<file path="config.mk">
export PLATFORM = sky130hd
export DESIGN_NAME = companion_boot_sequencer
export DESIGN_NICKNAME = d
export VERILOG_FILES = /design/src/rtl/cbs_pkg.sv /design/src/rtl/companion_boot_sequencer.sv
export SDC_FILE = /design/constraint.sdc
export NUM_CORES = 1
export LEC_CHECK = 0
export BUFFER_PORTS_ARGS = -buffer_cell sky130_fd_sc_hd__buf_2
export CAP_MARGIN = 0
export CORE_MARGIN = 10
export CORE_UTILIZATION = 56
export DETAILED_ROUTE_END_ITERATION = 8
export HOLD_SLACK_MARGIN = 0.08
export PLACE_DENSITY_LB_ADDON = 0.25
export SKIP_CTS_REPAIR_TIMING = 1
export SYNTH_ARGS = -nofsm -noshare
export SYNTH_HDL_FRONTEND = slang
export SYNTH_SLANG_ARGS = --single-unit
</file>
<file path="constraint.sdc">
create_clock -name clk -period 3.7 [get_ports clk]
set_input_delay 0.185 -clock clk [delete_from_list [all_inputs] [get_ports clk]]
set_output_delay 0.185 -clock clk [all_outputs]
set_load 0.005 [all_outputs]
</file>
<file path="src/rtl/cbs_pkg.sv">
// ----------------------------------------------------------------------------
// cbs_pkg
// Types, codes and limits for the companion boot sequencer.
// ----------------------------------------------------------------------------
package cbs_pkg;

  localparam int unsigned IN_DATA_W  = 32;
  localparam int unsigned OUT_DATA_W = 8;
  localparam int unsigned VER_W      = 16;
  localparam int unsigned RETRY_W    = 6;
  localparam int unsigned REBOOT_W   = 3;

  localparam logic [RETRY_W-1:0]  POLL_LIMIT    = RETRY_W'(50);
  localparam logic [RETRY_W-1:0]  RETRY_MAX     = '1;
  localparam logic [RETRY_W-1:0]  MAX_DOWNLOADS = RETRY_W'(5);
  localparam logic [REBOOT_W-1:0] MAX_REBOOTS   = REBOOT_W'(5);
  localparam logic [REBOOT_W-1:0] REBOOT_MAX    = '1;

  typedef enum logic [9:0] {
    ST_BOOT       = 10'b00_0000_0001,
    ST_CHECKFAULT = 10'b00_0000_0010,
    ST_BOOTOK     = 10'b00_0000_0100,
    ST_UPDAPP     = 10'b00_0000_1000,
    ST_UPDSPI     = 10'b00_0001_0000,
    ST_STAGE1     = 10'b00_0010_0000,
    ST_SPIVERIFY  = 10'b00_0100_0000,
    ST_APPWAIT    = 10'b00_1000_0000,
    ST_READY      = 10'b01_0000_0000,
    ST_FAILED     = 10'b10_0000_0000
  } state_t;

  typedef enum logic [3:0] {
    CODE_BOOT       = 4'd0,
    CODE_CHECKFAULT = 4'd1,
    CODE_BOOTOK     = 4'd2,
    CODE_UPDAPP     = 4'd3,
    CODE_UPDSPI     = 4'd4,
    CODE_STAGE1     = 4'd5,
    CODE_SPIVERIFY  = 4'd6,
    CODE_APPWAIT    = 4'd7,
    CODE_READY      = 4'd8,
    CODE_FAILED     = 4'd9
  } state_code_t;

  typedef enum logic [1:0] {
    CMD_NONE   = 2'd0,
    CMD_LAUNCH = 2'd1,
    CMD_ENABLE = 2'd2,
    CMD_RESET  = 2'd3
  } sys_cmd_t;

  function automatic state_code_t state_code(input state_t s);
    state_code_t c;
    case (s)
      ST_BOOT:       c = CODE_BOOT;
      ST_CHECKFAULT: c = CODE_CHECKFAULT;
      ST_BOOTOK:     c = CODE_BOOTOK;
      ST_UPDAPP:     c = CODE_UPDAPP;
      ST_UPDSPI:     c = CODE_UPDSPI;
      ST_STAGE1:     c = CODE_STAGE1;
      ST_SPIVERIFY:  c = CODE_SPIVERIFY;
      ST_APPWAIT:    c = CODE_APPWAIT;
      ST_READY:      c = CODE_READY;
      default:       c = CODE_FAILED;
    endcase
    return c;
  endfunction

endpackage

</file>
<file path="src/rtl/companion_boot_sequencer.sv">
// ----------------------------------------------------------------------------
// companion_boot_sequencer
// Steps a companion module through boot, verify, update and launch stages,
// one status snapshot per item, with timeouts and bounded reboots.
// ----------------------------------------------------------------------------
// Channel  Direction  Contents
// in_      slave      tuser: cmd; tdata: status snapshot, version, download_ok
// out_     master     tdata: boot_state, sys_command, boot_done, boot_failed
// cfg_     write      expected_app_version
//
// One item per cycle while in_tready is high; its result is registered and shows in the next cycle.
// Sequencer state updates at the same edge the item is accepted.
// in_tready drops only while a result is held and out_tready is low.
// After reset the stage is failed until a start item arrives.
// ----------------------------------------------------------------------------
module companion_boot_sequencer (
  input  logic                            clk,
  input  logic                            rst_n,
  input  logic                            in_tvalid,
  output logic                            in_tready,
  // [0] magic_ok, [1] fault_flag, [2] ok_flag, [3] app_not_verified,
  // [4] app_verified, [5] stage1_flag, [6] spi_not_verified, [7] spi_verified,
  // [8] app_running, [24:9] reported_version, [25] download_ok
  input  logic [cbs_pkg::IN_DATA_W-1:0]   in_tdata,
  // [0] cmd
  input  logic                            in_tuser,
  output logic                            out_tvalid,
  input  logic                            out_tready,
  // [3:0] boot_state, [5:4] sys_command, [6] boot_done, [7] boot_failed
  output logic [cbs_pkg::OUT_DATA_W-1:0]  out_tdata,
  input  logic                            cfg_wr_en,
  input  logic [cbs_pkg::VER_W-1:0]       cfg_wr_data
);

  logic                              in_acc;
  logic                              magic_ok, fault_flag, ok_flag;
  logic                              app_not_verified, app_verified, stage1_flag;
  logic                              spi_not_verified, spi_verified, app_running;
  logic                              download_ok;
  logic [cbs_pkg::VER_W-1:0]         reported_version;

  cbs_pkg::state_t                   state_r, state_nxt;
  logic [cbs_pkg::RETRY_W-1:0]       retry_r, retry_nxt, retry_sat;
  logic [cbs_pkg::REBOOT_W-1:0]      reboot_r, reboot_nxt, reboot_inc;
  logic [cbs_pkg::VER_W-1:0]         exp_ver_r;
  cbs_pkg::sys_cmd_t                 cmd_nxt;
  logic                              timeout, fail;
  cbs_pkg::state_code_t              code_nxt;

  logic                              out_valid_r;
  logic [cbs_pkg::OUT_DATA_W-1:0]    out_data_r, out_data_nxt;

  assign in_tready = !out_valid_r || out_tready;
  assign in_acc    = in_tvalid && in_tready;

  assign magic_ok         = in_tdata[0];
  assign fault_flag       = in_tdata[1];
  assign ok_flag          = in_tdata[2];
  assign app_not_verified = in_tdata[3];
  assign app_verified     = in_tdata[4];
  assign stage1_flag      = in_tdata[5];
  assign spi_not_verified = in_tdata[6];
  assign spi_verified     = in_tdata[7];
  assign app_running      = in_tdata[8];
  assign reported_version = in_tdata[24:9];
  assign download_ok      = in_tdata[25];

  assign timeout    = retry_r >= cbs_pkg::POLL_LIMIT;
  assign retry_sat  = retry_r + {{(cbs_pkg::RETRY_W-1){1'b0}},
                                 (retry_r != cbs_pkg::RETRY_MAX)};
  assign reboot_inc = reboot_r + {{(cbs_pkg::REBOOT_W-1){1'b0}},
                                  (reboot_r != cbs_pkg::REBOOT_MAX)};

  always_comb begin
    state_nxt  = state_r;
    retry_nxt  = retry_r;
    reboot_nxt = reboot_r;
    cmd_nxt    = cbs_pkg::CMD_NONE;
    fail       = 1'b0;
    if (in_tuser) begin
      reboot_nxt = '0;
      retry_nxt  = '0;
      state_nxt  = cbs_pkg::ST_BOOT;
    end else begin
      case (state_r)
        cbs_pkg::ST_BOOT: begin
          if (magic_ok) begin
            state_nxt = cbs_pkg::ST_CHECKFAULT;
            retry_nxt = '0;
          end else if (timeout) begin
            fail = 1'b1;
          end else begin
            retry_nxt = retry_sat;
          end
        end
        cbs_pkg::ST_CHECKFAULT: begin
          if (timeout || fault_flag) begin
            fail = 1'b1;
          end else if (ok_flag) begin
            state_nxt = cbs_pkg::ST_BOOTOK;
            retry_nxt = '0;
          end else begin
            retry_nxt = retry_sat;
          end
        end
        cbs_pkg::ST_BOOTOK: begin
          if (timeout) begin
            fail = 1'b1;
          end else if (app_not_verified) begin
            state_nxt = cbs_pkg::ST_UPDAPP;
            retry_nxt = '0;
          end else if (app_verified) begin
            retry_nxt = '0;
            if (reported_version == exp_ver_r) begin
              cmd_nxt   = cbs_pkg::CMD_LAUNCH;
              state_nxt = cbs_pkg::ST_STAGE1;
            end else begin
              state_nxt = cbs_pkg::ST_UPDAPP;
            end
          end else begin
            retry_nxt = retry_sat;
          end
        end
        cbs_pkg::ST_UPDAPP, cbs_pkg::ST_UPDSPI: begin
          if (download_ok) begin
            cmd_nxt   = cbs_pkg::CMD_RESET;
            state_nxt = cbs_pkg::ST_BOOT;
            retry_nxt = '0;
          end else if (retry_sat > cbs_pkg::MAX_DOWNLOADS) begin
            fail = 1'b1;
          end else begin
            retry_nxt = retry_sat;
          end
        end
        cbs_pkg::ST_STAGE1: begin
          if (magic_ok && stage1_flag) begin
            state_nxt = cbs_pkg::ST_SPIVERIFY;
            retry_nxt = '0;
          end else if (timeout) begin
            fail = 1'b1;
          end else begin
            retry_nxt = retry_sat;
          end
        end
        cbs_pkg::ST_SPIVERIFY: begin
          if (timeout) begin
            fail = 1'b1;
          end else if (spi_not_verified) begin
            state_nxt = cbs_pkg::ST_UPDSPI;
            retry_nxt = '0;
          end else if (spi_verified) begin
            cmd_nxt   = cbs_pkg::CMD_ENABLE;
            state_nxt = cbs_pkg::ST_APPWAIT;
            retry_nxt = '0;
          end else begin
            retry_nxt = retry_sat;
          end
        end
        cbs_pkg::ST_APPWAIT: begin
          if (magic_ok && app_running) begin
            state_nxt = cbs_pkg::ST_READY;
            retry_nxt = '0;
          end else if (timeout) begin
            fail = 1'b1;
          end else begin
            retry_nxt = retry_sat;
          end
        end
        cbs_pkg::ST_READY, cbs_pkg::ST_FAILED: begin
          state_nxt = state_r;
        end
        default: begin
          state_nxt = cbs_pkg::ST_FAILED;
        end
      endcase
      if (fail) begin
        reboot_nxt = reboot_inc;
        retry_nxt  = '0;
        if (reboot_inc > cbs_pkg::MAX_REBOOTS) begin
          state_nxt = cbs_pkg::ST_FAILED;
        end else begin
          cmd_nxt   = cbs_pkg::CMD_RESET;
          state_nxt = cbs_pkg::ST_BOOT;
        end
      end
    end
  end

  assign code_nxt     = cbs_pkg::state_code(state_nxt);
  assign out_data_nxt = {(code_nxt == cbs_pkg::CODE_FAILED),
                         (code_nxt == cbs_pkg::CODE_READY),
                         cmd_nxt, code_nxt};

  always_ff @(posedge clk) begin
    if (!rst_n) begin
      state_r     <= cbs_pkg::ST_FAILED;
      retry_r     <= '0;
      reboot_r    <= '0;
      exp_ver_r   <= '0;
      out_valid_r <= 1'b0;
    end else begin
      if (cfg_wr_en) begin
        exp_ver_r <= cfg_wr_data;
      end
      if (in_acc) begin
        state_r  <= state_nxt;
        retry_r  <= retry_nxt;
        reboot_r <= reboot_nxt;
      end
      if (in_acc) begin
        out_valid_r <= 1'b1;
      end else if (out_tready) begin
        out_valid_r <= 1'b0;
      end
    end
  end

  always_ff @(posedge clk) begin
    if (in_acc) begin
      out_data_r <= out_data_nxt;
    end
  end

  assign out_tvalid = out_valid_r;
  assign out_tdata  = out_data_r;

  a_result_follows: assert property (@(posedge clk) disable iff (!rst_n)
    in_acc |=> out_tvalid)
    else $error("accepted item produced no result");

  a_done_fail_excl: assert property (@(posedge clk) disable iff (!rst_n)
    out_tvalid |-> !(out_tdata[6] && out_tdata[7]))
    else $error("boot_done and boot_failed both set");

  a_launch_stage1: assert property (@(posedge clk) disable iff (!rst_n)
    (out_tvalid && out_tdata[5:4] == cbs_pkg::CMD_LAUNCH)
      |-> out_tdata[3:0] == cbs_pkg::CODE_STAGE1)
    else $error("launch without entering stage1");

  a_reset_boot: assert property (@(posedge clk) disable iff (!rst_n)
    (out_tvalid && out_tdata[5:4] == cbs_pkg::CMD_RESET)
      |-> out_tdata[3:0] == cbs_pkg::CODE_BOOT)
    else $error("reset command without return to boot");

  a_reboot_bound: assert property (@(posedge clk) disable iff (!rst_n)
    (reboot_r > cbs_pkg::MAX_REBOOTS) |-> (state_r == cbs_pkg::ST_FAILED))
    else $error("reboot limit passed but not failed");

endmodule
</file>
==> impl_metrics.env, run 1 <==
export IMPL_leakage_nw=1.47
export IMPL_grt_pass1_wl_um=14300
export IMPL_reg2reg_depth=11
export IMPL_hold_viol=0
export IMPL_first_iter_violations=237
export IMPL_r2r_end="out_tdata[2]"
export IMPL_root_buffer="clkbuf_8"
export IMPL_die_w_um=95.1
export IMPL_io_buffer_count=57
export IMPL_numCtsBuffers=5
export IMPL_critical_path_top_delay_family="compound AO/OA/AOI/OAI gates"
export IMPL_cp_cell_sequence="and2_1 > nand2_1 > ha_1 > ha_1 > o22ai_1 > o31ai_1 > o2111ai_1 > o2111ai_2 > a2111oi_2 > a2111o_1 > nor3_2"
export IMPL_clkSlewWorstSetupHoldPaths_ns=0.08
export IMPL_diodes=0
export IMPL_grt_usage_pct=19.2
export IMPL_coreArea_mm2=0.00551
export IMPL_end_kind="flop"
export IMPL_dp_worst_setup_slack_ns=0.341
export IMPL_wirelength_um=8770
export IMPL_rrSetupSlack_ns=0.32
export IMPL_wl_per_cell_um=17.7
export IMPL_die_area_mm2=0.00905
export IMPL_irDropWorstVdd_v=0.000280
export IMPL_yosysSeqAreaShare_pct=30.4
export IMPL_p_sw_share_pct=25.9
export IMPL_yosys_warnings=0
export IMPL_crit_start="retry_r[4]"
export IMPL_fillers=501
export IMPL_clock_latency_ns=0.30
export IMPL_fin_crit_sh_pct=91.3
export IMPL_overflow=0
export IMPL_status="complete, no violations"
export IMPL_most_common_layout_cells="buf_2, nand2_1, dfxtp_1"
export IMPL_critical_path_required_ns=3.76
export IMPL_seqPwrFrac_pct=51.5
export IMPL_cts_tree="built"
export IMPL_p_per_area_mw_per_mm2=286
export IMPL_worst_slack_ns=0.321
export IMPL_path_depth=11
export IMPL_dp_hpwl_um=6770
export IMPL_synth_distinct_cells=67
export IMPL_utilization_pct=64.3
export IMPL_fin_hold_ws_ns=0.142
export IMPL_rsz0062_at_grt="no"
export IMPL_async_flop_share_pct=0
export IMPL_power_frac_comb_pct=15.6
export IMPL_cts_sinks=44
export IMPL_rows=27
export IMPL_worst_pin_slew_ns=0.743
export IMPL_grt_max_degree=35
export IMPL_power_total_mw=1.01
export IMPL_netlist_area_mm2=0.00316
export IMPL_grt_pass1_vias=3024
export IMPL_hp_class="in -> reg"
export IMPL_chipHeight_um=95.1
export IMPL_gp_congestion=0.953
export IMPL_antenna_left=0
export IMPL_critPathLaunchType="flop"
export IMPL_nNetsFinal=481
export IMPL_drc=0
export IMPL_cp_max_fo=11
export IMPL_relSlewSlack_pct=50.0
export IMPL_vias_per_cell=6.22
export IMPL_synth_top_area_share_pct=22.8
export IMPL_setup_viol=0
export IMPL_critPathKind="reg -> reg"
export IMPL_finClkSkew_ns=0.00906
export IMPL_period_needed_ns=3.38
export IMPL_p_sw_mw=0.262
export IMPL_multiInputGateArea_mm2=0.00201
export IMPL_drv_cap=0
export IMPL_yosys_area_top_type="dfxtp_1"
export IMPL_r2r_start="retry_r[4]"
export IMPL_drive_gt1_share_pct=19.6
export IMPL_antenna_found_initial=0
export IMPL_ys_top_cells_by_area="dfxtp_1, edfxtp_1, xor2_1"
export IMPL_h_tree_depth=2
export IMPL_cp_data_arrival_time_ns=3.44
export IMPL_fin_setup_tns_ns=0
export IMPL_crit_top_cell="ha_1"
export IMPL_slowest_delay_ns=0.58
export IMPL_layout_commonest_cell="buf_2"
export IMPL_slew_violations=0
export IMPL_clk_path_buf_depth=2
export IMPL_p_int_mw=0.749
export IMPL_path_buf_inv=0
export IMPL_start_util_pct=57.4
export IMPL_syn_nets=437
export IMPL_ff_latch_area_um2=961
export IMPL_syn_inst=379
export IMPL_max_freq_mhz=296
export IMPL_synthFlopType="dfxtp_1"
export IMPL_ys_ff_latch=44
export IMPL_dr_total_vias=3085
export IMPL_synth_edf_count=8
export IMPL_cp_endpoint="out_tdata[2]"
export IMPL_synth_area_per_cell_um2=8.34
export IMPL_drt_pass1_iterations=5
export IMPL_crit_slowest_cell="a2111oi_2"
export IMPL_syn2layout_area_growth_pct=12.0
export IMPL_clkPwrFrac_pct=32.9
export IMPL_ioPinCount=64
## power groups by stage
stage	Sequential [mW]	Clock, mW	Combinational, mW
4_1_cts	0.521	0.338	0.157
6_report	0.521	0.333	0.158
3_3_place_gp	0.531	0	0.152
2_1_floorplan	0.526	0	0.102
5_1_grt	0.523	0.356	0.173
3_5_place_dp	0.532	0	0.156
## final cells by class
type	instances	share of cell area (%)
Clock buffer	7	2.76
Clock inverter	1	0.141
Inverter	11	1.17
Multi-Input combinational cell	298	56.9
Sequential cell	44	27.2
Tap cell	72	2.55
Timing Repair Buffer	63	9.34
## cell usage after synthesis (2+ instances only)
cell and instances:
mux2i_1 18, dfxtp_1 36, and4_1 4, nand4_1 8
nand3_1 13, a31oi_1 7, buf_6 3, edfxtp_1 8
o211ai_1 6, nor4_1 10, nand3b_1 2, o41ai_1 3
nand4b_1 3, a211o_1 3, nor3_1 17, clkbuf_1 10
and2_1 3, nor2_1 21, a21oi_1 11, o311ai_0 2
or3_1 2, o22ai_1 3, o2bb2ai_1 5, and3_1 4
nand2_1 38, xor2_1 21, o21ai_0 11, o31ai_1 2
ha_1 4, inv_1 11, o21a_1 2, a21boi_0 12
buf_2 11, and2_2 2, xnor2_1 3, nand2b_1 4
nor3b_1 2, a22oi_1 2, o2111ai_1 5, nor2b_1 20
## worst reg2reg max path, stage by stage (launching register included)
cell	delay (ns)
dfxtp_1	0.54
and2_1	0.24
nand2_1	0.07
ha_1	0.23
ha_1	0.33
o22ai_1	0.13
o31ai_1	0.13
o2111ai_1	0.30
o2111ai_2	0.39
a2111oi_2	0.59
a2111o_1	0.17
nor3_2	0.04
## per-layer routing
metal	up-vias	wire length [um]	GRT usage, %
li1	1486	-	-
met1	1426	3540	23.4
met2	147	4210	31.8
met3	26	759	5.11
met4	0	263	7.11
met5	-	0	0
## metrics by stage
stage	cells	cell area, um^2
floorplan	379	3160
global placement	488	3440
detailed placement	488	3440
CTS	496	3540
global route	496	3540
finish	496	3540
## logic make-up (layout without fill, tap and decap cells)
family | Yosys count | after routing | share of synthesized area, %
adder cells (fa/ha/maj) | 4 | 4 | 1.58
flip-flops | 44 | 44 | 30.4
AND/OR/NAND/NOR | 161 | 161 | 28.0
multiplexers | 18 | 18 | 5.70
XOR/XNOR | 24 | 24 | 6.65
buffers and inverters | 37 | 82 | 5.86
AO/OA/AOI/OAI | 91 | 91 | 21.8
## flip-flops by register name (all words and copies together) (netlist names)
name,count
reboot_r,3
exp_ver_r,16
out_tdata,8
out_tvalid,1
state_r,10
retry_r,6
## worst min-delay path by stage
| stage | from | endpoint | slack (ns) | depth (start not counted) |
|---|---|---|---|---|
| after global routing | cfg_wr_data[3] | exp_ver_r[3] | 0.15 | 3 |
| after floorplan | in_tvalid | out_tvalid | 0.32 | 2 |
| after CTS | cfg_wr_data[11] | exp_ver_r[11] | 0.14 | 3 |
| after global placement | cfg_wr_data[8] | exp_ver_r[8] | 0.44 | 3 |
| after detailed placement | cfg_wr_data[11] | exp_ver_r[11] | 0.46 | 3 |
| final | cfg_wr_data[11] | exp_ver_r[11] | 0.14 | 3 |
Note: power is estimated with default switching activity, not from simulation.
==> inputs of run 2 (changes only) <==
CORE_UTILIZATION = 57   (was 56)
CTS_BUF_LIST = sky130_fd_sc_hd__clkbuf_4   (was unset)
==> impl_metrics.env, run 2 (synthesized netlist as in run 1, its figures left out) <==
export IMPL_fillers=479
export IMPL_period_needed_ns=3.43
export IMPL_end_kind="flop"
export IMPL_wirelength_um=8880
export IMPL_dp_hpwl_um=6810
export IMPL_diodes=0
export IMPL_cts_tree="built"
export IMPL_grt_pass1_vias=2914
export IMPL_rsz0062_at_grt="no"
export IMPL_dpl_cell_count=489
export IMPL_coreArea_mm2=0.00544
export IMPL_drc=0
export IMPL_fin_setup_tns_ns=0
export IMPL_drt_pass1_iterations=5
export IMPL_hold_path_depth=3
export IMPL_reg2reg_depth=11
export IMPL_p_per_area_mw_per_mm2=261
export IMPL_gp_congestion=0.955
export IMPL_largest_reg_flops=16
export IMPL_ioPinCount=64
export IMPL_relSlewSlack_pct=49.9
export IMPL_hp_class="in -> reg"
export IMPL_setup_viol=0
export IMPL_slew_violations=0
export IMPL_clock_latency_ns=0.35
export IMPL_io_buffer_count=57
export IMPL_grt_pass1_wl_um=14100
export IMPL_start_util_pct=58.1
export IMPL_leakage_nw=1.47
export IMPL_cp_max_fo=11
export IMPL_power_total_mw=0.916
export IMPL_cp_data_arrival_time_ns=3.55
export IMPL_status="complete, no violations"
export IMPL_root_buffer="clkbuf_4"
export IMPL_fin_crit_sh_pct=92.7
export IMPL_critical_path_required_ns=3.82
export IMPL_critPathLaunchType="flop"
export IMPL_ff_latch_area_um2=961
export IMPL_cts_sinks=44
export IMPL_antenna_found_initial=0
export IMPL_first_iter_violations=206
export IMPL_grt_max_degree=35
export IMPL_die_area_mm2=0.00892
export IMPL_layout_cells_non_filler=498
export IMPL_nNetsFinal=483
export IMPL_clk_path_buf_depth=2
export IMPL_die_w_um=94.5
export IMPL_overflow=0
export IMPL_drive_gt1_share_pct=20.0
export IMPL_grt_usage_pct=19.1
export IMPL_critPathKind="reg -> reg"
export IMPL_irDropWorstVdd_v=0.000202
export IMPL_layout_commonest_cell="buf_2"
export IMPL_h_tree_depth=2
export IMPL_multiInputGateArea_mm2=0.00201
export IMPL_max_freq_mhz=291
export IMPL_chipHeight_um=94.5
export IMPL_syn2layout_area_growth_pct=11.1
export IMPL_fin_hold_ws_ns=0.0938
export IMPL_top_register="exp_ver_r"
export IMPL_most_common_layout_cells="buf_2, nand2_1, dfxtp_1"
export IMPL_worst_slack_ns=0.269
export IMPL_worst_pin_slew_ns=0.746
export IMPL_wl_per_cell_um=17.8
export IMPL_finClkSkew_ns=0.0116
export IMPL_numCtsBuffers=5
export IMPL_vias_per_cell=6.23
export IMPL_rows=27
export IMPL_drv_cap=0
export IMPL_clkSlewWorstSetupHoldPaths_ns=0.12
export IMPL_hold_viol=0
export IMPL_dp_worst_setup_slack_ns=0.342
export IMPL_dr_total_vias=3101
export IMPL_antenna_left=0
run 2: path summary, 6_finish.rpt:
| check | end | slack [ns] | from |
|---|---|---|---|
| worst max-delay path | out_tdata[2] | 0.27 | retry_r[4] |
| worst min-delay path | exp_ver_r[6] | 0.09 | cfg_wr_data[6] |
| worst max register to register | out_tdata[2] | 0.27 | retry_r[4] |
| worst min register to register | reboot_r[0] | 0.51 | reboot_r[0] |
run 2: layer usage:
metal	GRT usage (%)	vias to the layer above	routed length [um]
met5	0	-	0
met4	4.99	0	141
met3	4.68	17	666
met2	32.6	136	4300
met1	23.5	1445	3770
li1	-	1503	-
run 2: through the flow:
step	instance area, um^2	utilization [%]
5_1_grt	3510	64.6
3_5_place_dp	3440	63.3
2_1_floorplan	3160	-
4_1_cts	3500	64.4
6_report	3510	64.6
3_3_place_gp	3440	63.3
run 2: area by class of cell:
type                            count  area share, %
Inverter                           11           1.18
Clock buffer                        7           1.50
Tap cell                           72           2.57
Clock inverter                      1          0.143
Timing Repair Buffer               65           9.91
Sequential cell                    44           27.4
Multi-Input combinational cell    298           57.3
run 2: where the power goes:
part           internal (mW)  leakage [nW]  total, mW  switching, mW
Combinational         0.0693          1.06      0.158         0.0883
Clock                 0.0890        0.0361      0.237          0.148
Sequential             0.507         0.375      0.521         0.0145
run 2: critical path, stage by stage, from the launching register on:
cell and delay, ns:
dfxtp_1 0.56, and2_1 0.24, nand2_1 0.07, ha_1 0.22, ha_1 0.33, o22ai_1 0.14, o31ai_1 0.13, o2111ai_1 0.32
o2111ai_2 0.40, a2111oi_2 0.59, a2111o_1 0.17, nor3_2 0.05
